<file path="config.mk">
export PLATFORM = sky130hd
export DESIGN_NAME = bacr_ctrl
export DESIGN_NICKNAME = d
export VERILOG_FILES = /design/src/block_average_char_ramp_unit_assert.svh /design/src/bacr_pkg.sv /design/src/bacr_ctrl.sv
export SDC_FILE = /design/constraint.sdc
export NUM_CORES = 1
export LEC_CHECK = 0
export BUFFER_PORTS_ARGS = -buffer_cell sky130_fd_sc_hd__buf_2
export CAP_MARGIN = 20
export CORE_AREA = 5 5 42 44
export DETAILED_ROUTE_END_ITERATION = 8
export DIE_AREA = 0 0 47 49
export REMOVE_ABC_BUFFERS = 1
export SLEW_MARGIN = 40
export SYNTH_ARGS = -nofsm -noshare
export SYNTH_HDL_FRONTEND = slang
export SYNTH_SLANG_ARGS = --single-unit
</file>
<file path="constraint.sdc">
create_clock -name clock -period 1.8 [get_ports clock]
set_input_delay 0.09 -clock clock [delete_from_list [all_inputs] [get_ports clock]]
set_output_delay 0.09 -clock clock [all_outputs]
set_load 0.01 [all_outputs]
</file>
<file path="src/block_average_char_ramp_unit_assert.svh">
// Assertion macros for the tile-average character quantizer.
// Included by the top level; no other dependencies.
`ifndef BLOCK_AVERAGE_CHAR_RAMP_UNIT_ASSERT_SVH
`define BLOCK_AVERAGE_CHAR_RAMP_UNIT_ASSERT_SVH

`ifndef ASSERT_OFF

// Same-cycle implication.
`define BACR_ASSERT_NOW(lbl, clk, rst, ante, cons) \
   lbl: assert property (@(posedge clk) disable iff (rst) (ante) |-> (cons)) \
      else $error("bacr: same-cycle check failed");

// Next-cycle implication.
`define BACR_ASSERT_NEXT(lbl, clk, rst, ante, cons) \
   lbl: assert property (@(posedge clk) disable iff (rst) (ante) |=> (cons)) \
      else $error("bacr: next-cycle check failed");

`else

`define BACR_ASSERT_NOW(lbl, clk, rst, ante, cons)
`define BACR_ASSERT_NEXT(lbl, clk, rst, ante, cons)

`endif

`endif

</file>
<file path="src/bacr_pkg.sv">
// Shared constants, types and helper functions of the tile-average quantizer.
// No dependencies; imported by every other file but the assertion macro header.
package bacr_pkg;

   // Field and storage sizes.
   localparam int PIX_W      = 8;
   localparam int SUM_W      = 16;
   localparam int POS_W      = 12;
   localparam int CFG_W      = 13;
   localparam int BLK_W      = 5;
   localparam int INB_W      = 4;
   localparam int CNT_W      = 9;
   localparam int PROD_W     = 2 * BLK_W;
   localparam int AVG_W      = 8;
   localparam int RIDX_W     = 5;
   localparam int CODE_W     = 7;
   localparam int CSR_IDX_W  = 2;
   localparam int DIV_STEPS  = SUM_W;
   localparam int STEP_W     = 4;

   localparam int MAX_WIDTH  = 4096;
   localparam int MAX_HEIGHT = 4096;
   localparam int MAX_BLOCK  = 16;

   // Register indexes of the configuration port.
   localparam logic [CSR_IDX_W-1:0] REG_IMAGE_WIDTH  = CSR_IDX_W'(0);
   localparam logic [CSR_IDX_W-1:0] REG_IMAGE_HEIGHT = CSR_IDX_W'(1);
   localparam logic [CSR_IDX_W-1:0] REG_BLOCK_SIZE   = CSR_IDX_W'(2);

   // Register values after reset.
   localparam logic [CFG_W-1:0] RESET_WIDTH  = CFG_W'(640);
   localparam logic [CFG_W-1:0] RESET_HEIGHT = CFG_W'(480);
   localparam logic [BLK_W-1:0] RESET_BLOCK  = BLK_W'(5);

   // One result item.
   typedef struct packed {
      logic [RIDX_W-1:0] ramp_index;
      logic [CODE_W-1:0] char_code;
      logic [AVG_W-1:0]  block_average;
      logic [POS_W-1:0]  block_column;
      logic [POS_W-1:0]  block_row;
      logic              row_end;
      logic              image_end;
   } rsp_payload_type;

   // Commands from the controller to the datapath.
   typedef struct packed {
      logic capture;
      logic accumulate;
      logic div_step;
      logic load_out;
   } cmd_type;

   // Status from the datapath to the controller.
   typedef struct packed {
      logic tile_end;
      logic div_done;
      logic out_free;
   } stat_type;

   // Ramp position 16*avg/255, floor. The division by 255 uses the
   // reciprocal identity x/255 = (x + (x >> 8) + 1) >> 8, exact for x < 65535.
   function automatic logic [RIDX_W-1:0] ramp_index_of(input logic [AVG_W-1:0] avg);
      logic [CFG_W-1:0] scaled;
      logic [CFG_W-1:0] t;
      scaled = CFG_W'({avg, 4'b0000});
      t = scaled + (scaled >> 8) + CFG_W'(1);
      return t[CFG_W-1:8];
   endfunction

   // Character ramp, darkest first: " `.-':_,=+!*s#$%@".
   function automatic logic [CODE_W-1:0] ramp_code_of(input logic [RIDX_W-1:0] idx);
      logic [CODE_W-1:0] code;
      case (idx)
         5'd0:    code = 7'd32;
         5'd1:    code = 7'd96;
         5'd2:    code = 7'd46;
         5'd3:    code = 7'd45;
         5'd4:    code = 7'd39;
         5'd5:    code = 7'd58;
         5'd6:    code = 7'd95;
         5'd7:    code = 7'd44;
         5'd8:    code = 7'd61;
         5'd9:    code = 7'd43;
         5'd10:   code = 7'd33;
         5'd11:   code = 7'd42;
         5'd12:   code = 7'd115;
         5'd13:   code = 7'd35;
         5'd14:   code = 7'd36;
         5'd15:   code = 7'd37;
         5'd16:   code = 7'd64;
         default: code = 7'd32;
      endcase
      return code;
   endfunction

endpackage

</file>
<file path="src/bacr_ctrl.sv">
// Sequencing state machine of the tile-average quantizer.
// Depends on bacr_pkg for the command and status structs.
module bacr_ctrl import bacr_pkg::*; (
   input  logic     clock,
   input  logic     reset,
   input  logic     req_valid,
   output logic     req_ready,
   input  stat_type stat,
   output cmd_type  cmd
);

   typedef enum logic [3:0] {
      S_IDLE = 4'b0001,
      S_ACC  = 4'b0010,
      S_DIV  = 4'b0100,
      S_OUT  = 4'b1000
   } state_type;

   state_type state_ff;
   state_type state_in;

   // Next state and commands. No pixel is taken while reset is high.
   always_comb begin
      state_in  = state_ff;
      req_ready = 1'b0;
      cmd       = '0;
      case (state_ff)
         S_IDLE: begin
            req_ready = !reset;
            if (req_valid && !reset) begin
               cmd.capture = 1'b1;
               state_in    = S_ACC;
            end
         end
         S_ACC: begin
            cmd.accumulate = 1'b1;
            state_in       = stat.tile_end ? S_DIV : S_IDLE;
         end
         S_DIV: begin
            cmd.div_step = 1'b1;
            if (stat.div_done) begin
               state_in = S_OUT;
            end
         end
         S_OUT: begin
            if (stat.out_free) begin
               cmd.load_out = 1'b1;
               state_in     = S_IDLE;
            end
         end
         default: begin
            state_in = S_IDLE;
         end
      endcase
   end

   // State register.
   always_ff @(posedge clock) begin
      if (reset) begin
         state_ff <= S_IDLE;
      end else begin
         state_ff <= state_in;
      end
   end

endmodule

</file>
==> impl_metrics.ini <==
[status]
status = completed

[detailed_routing]
drt.antenna.violating_nets = 0
top_layer = met3
vias = 246
post_drt_wl_per_cell_um = 9.439
first_pass_iters = 1
met1_length_um = 220
met2_wirelength_um = 270
route.met3.wl_um = 46
viasPerCell = 4.316
drt_iter0_markers = 0
drt-total-wl_um = 538
drc = 0

[clock_tree]
clkSinkCount = 4
post-cts-setup-buffers = 0
clk_latency_ns = 0.23
holdBufCountCts = 0
h-tree-depth = 1
cts_made_buffers = 3
cts-root-buf = clkbuf_4
worst_setup_hold_path_clk_slew_ns = 0.03
ctsResizeCount = 0
cts_tree = yes
cts_buffer_depth = 2

[synth]
synth.area.top_cells = dfxtp_1 (33%), nor4_1 (10%), nor3b_1 (6.2%)
synth_top_area_share_pct = 32.99
ys.warnings.count = 0
synth.avg_cell_area_sq_um = 8.091
yosys_register_bits = 4
yosysTopAreaCell = dfxtp_1
seq_area_frac_synth_pct = 32.99
netlist_area_sq_um = 242.7
synthDistinctLibCells = 19
synthCells = 30

[place]
globalplace.congestion = 0.7605
io_buffer_count = 10
dpl_cell_area_sq_um = 304.0
hpwl_um = 451.9

[pwr]
ir_drop_mv = 0.1913
finalPower_w = 0.0002411
cellLeakagePower_nw = 0.1438
pwr_density_cell_mw_per_mm2 = 738.3

[cells_and_area]
largest_reg_flops = 4
fillerInstances = 170
postLayoutCellArea_sq_um = 326.6
largestRegisters = state_ff (4)
fin_nets = 49
antenna_cells = 0
area_growth_pct = 34.54
largest_register = state_ff
drive_gt1_share_pct = 36.59
finalCoreUtilization_pct = 23.30

[grt]
grt_pass1_wl_um = 910
grt_max_degree = 10
antenna_found_initial = 0
first_global_vias = 212
track_usage_pct = 5.986
grt-ovfl-total = 0

[setup_path]
cp_slowest_stage_delay_ns = 0.36
required_ns = 1.71
worstSetupPathType = reg -> out
crit_path_start_kind = register
crit_family = simple AND/OR/NAND/NOR gates
crit_start = state_ff[3]
crit_fanout = 8
cp_cell_sequence = nand2b_2, nor4_1, and2_1, buf_2
reg2reg_from = state_ff[3]
crit_path_top_delay_cell = dfxtp_1
critPathBufInv = 1
crit_path_end_kind = output pin
arrival_ns = 1.42

[die]
rows = 14
die_y_um = 49
coreArea_sq_mm = 0.001401
dieArea_sq_mm = 0.002303
initial_core_util_pct = 17.32
fp.dieW_um = 47
io_pins = 11

[timing]
finalCriticalPeriod_ns = 1.505
hold_violations = 0
fin_worst_skew_ns = 0.0009380
fmax_ghz = 0.6644
setup_viol = 0
grt_setup_unrepaired = false
whs_ns = 0.09350
worstMarginPinSlew_ns = 0.5237
period_share_pct = 83.61
relSlewSlack_pct = 64.63
slew_viol_final = 0
fin_tns_setup_ns = 0

[run]
maxCapViolCount = 0

[hold_path]
hp-start = req_valid
hold_path_class = in -> reg
==> logic make-up after synthesis <==
family | Yosys count | share of synthesized area (%)
DFF | 4 | 32.99
AOI/OAI and AO/OA | 6 | 19.07
and+or+nand+nor | 15 | 39.69
buffers and inverters | 5 | 8.244
==> power breakdown <==
part / internal (W) / leakage (nW) / total (W) / switching (W)
clock network: 0.0000742 / 0.0138 / 0.000105 / 0.0000309
logic: 0.0000176 / 0.0973 / 0.0000339 / 0.0000163
registers: 0.0000937 / 0.0327 / 0.000102 / 0.00000835
==> cell usage in the layout (no fill, tap or decap), drive strengths merged, types with 2 or more instances in the layout <==
cell type / Yosys / final
and2: 2 / 2
buf: 1 / 10
clkbuf: 1 / 3
dfxtp: 4 / 4
inv: 3 / 3
nor2: 2 / 2
nor3b: 2 / 2
nor4: 4 / 4
==> area by class of cell <==
cell class                      instances  area (sq um)  share of cell area, %
Clock buffer                            3         22.52                  6.897
Inverter                                3         11.26                  3.448
Multi-Input combinational cell         21         142.6                  43.68
Sequential cell                         4         80.08                  24.52
Tap cell                               16         20.02                  6.130
Timing Repair Buffer                   10         50.05                  15.33
==> metrics by stage <==
step	setup WS, ns	instances
finish	0.2949	57
global route	0.1599	57
CTS	0.2825	57
detailed placement	0.3884	54
global placement	0.4154	54
floorplan	0.4511	28
==> synthesized netlist by cell type <==
cell type / n
and3_1: 1
clkbuf_1: 1
nand2_1: 1
a31oi_1: 1
inv_1: 3
o41ai_1: 1
buf_2: 1
a21o_1: 1
nor3b_1: 2
o21a_2: 1
or3b_1: 1
a311o_1: 1
nor4_1: 4
and2_1: 2
dfxtp_1: 4
o21ai_1: 1
nor2_1: 2
and3b_1: 1
nand2b_2: 1
==> metal layers <==
metal | up-vias | global-route usage, %
li1 | 135 | -
met1 | 106 | 6.374
met2 | 5 | 7.240
met3 | 0 | 4.428
met4 | 0 | 5.530
met5 | - | 0
==> path summary, 6_finish.rpt <==
| kind | to | slack (ns) | depth (start not counted) |
|---|---|---|---|
| max | cmd[3] | 0.29 | 4 |
| min | state_ff[1] | 0.09 | 2 |
| max reg2reg | state_ff[0] | 0.38 | 3 |
| min reg2reg | state_ff[3] | 0.56 | 1 |
(Power assumes the default switching activity.)
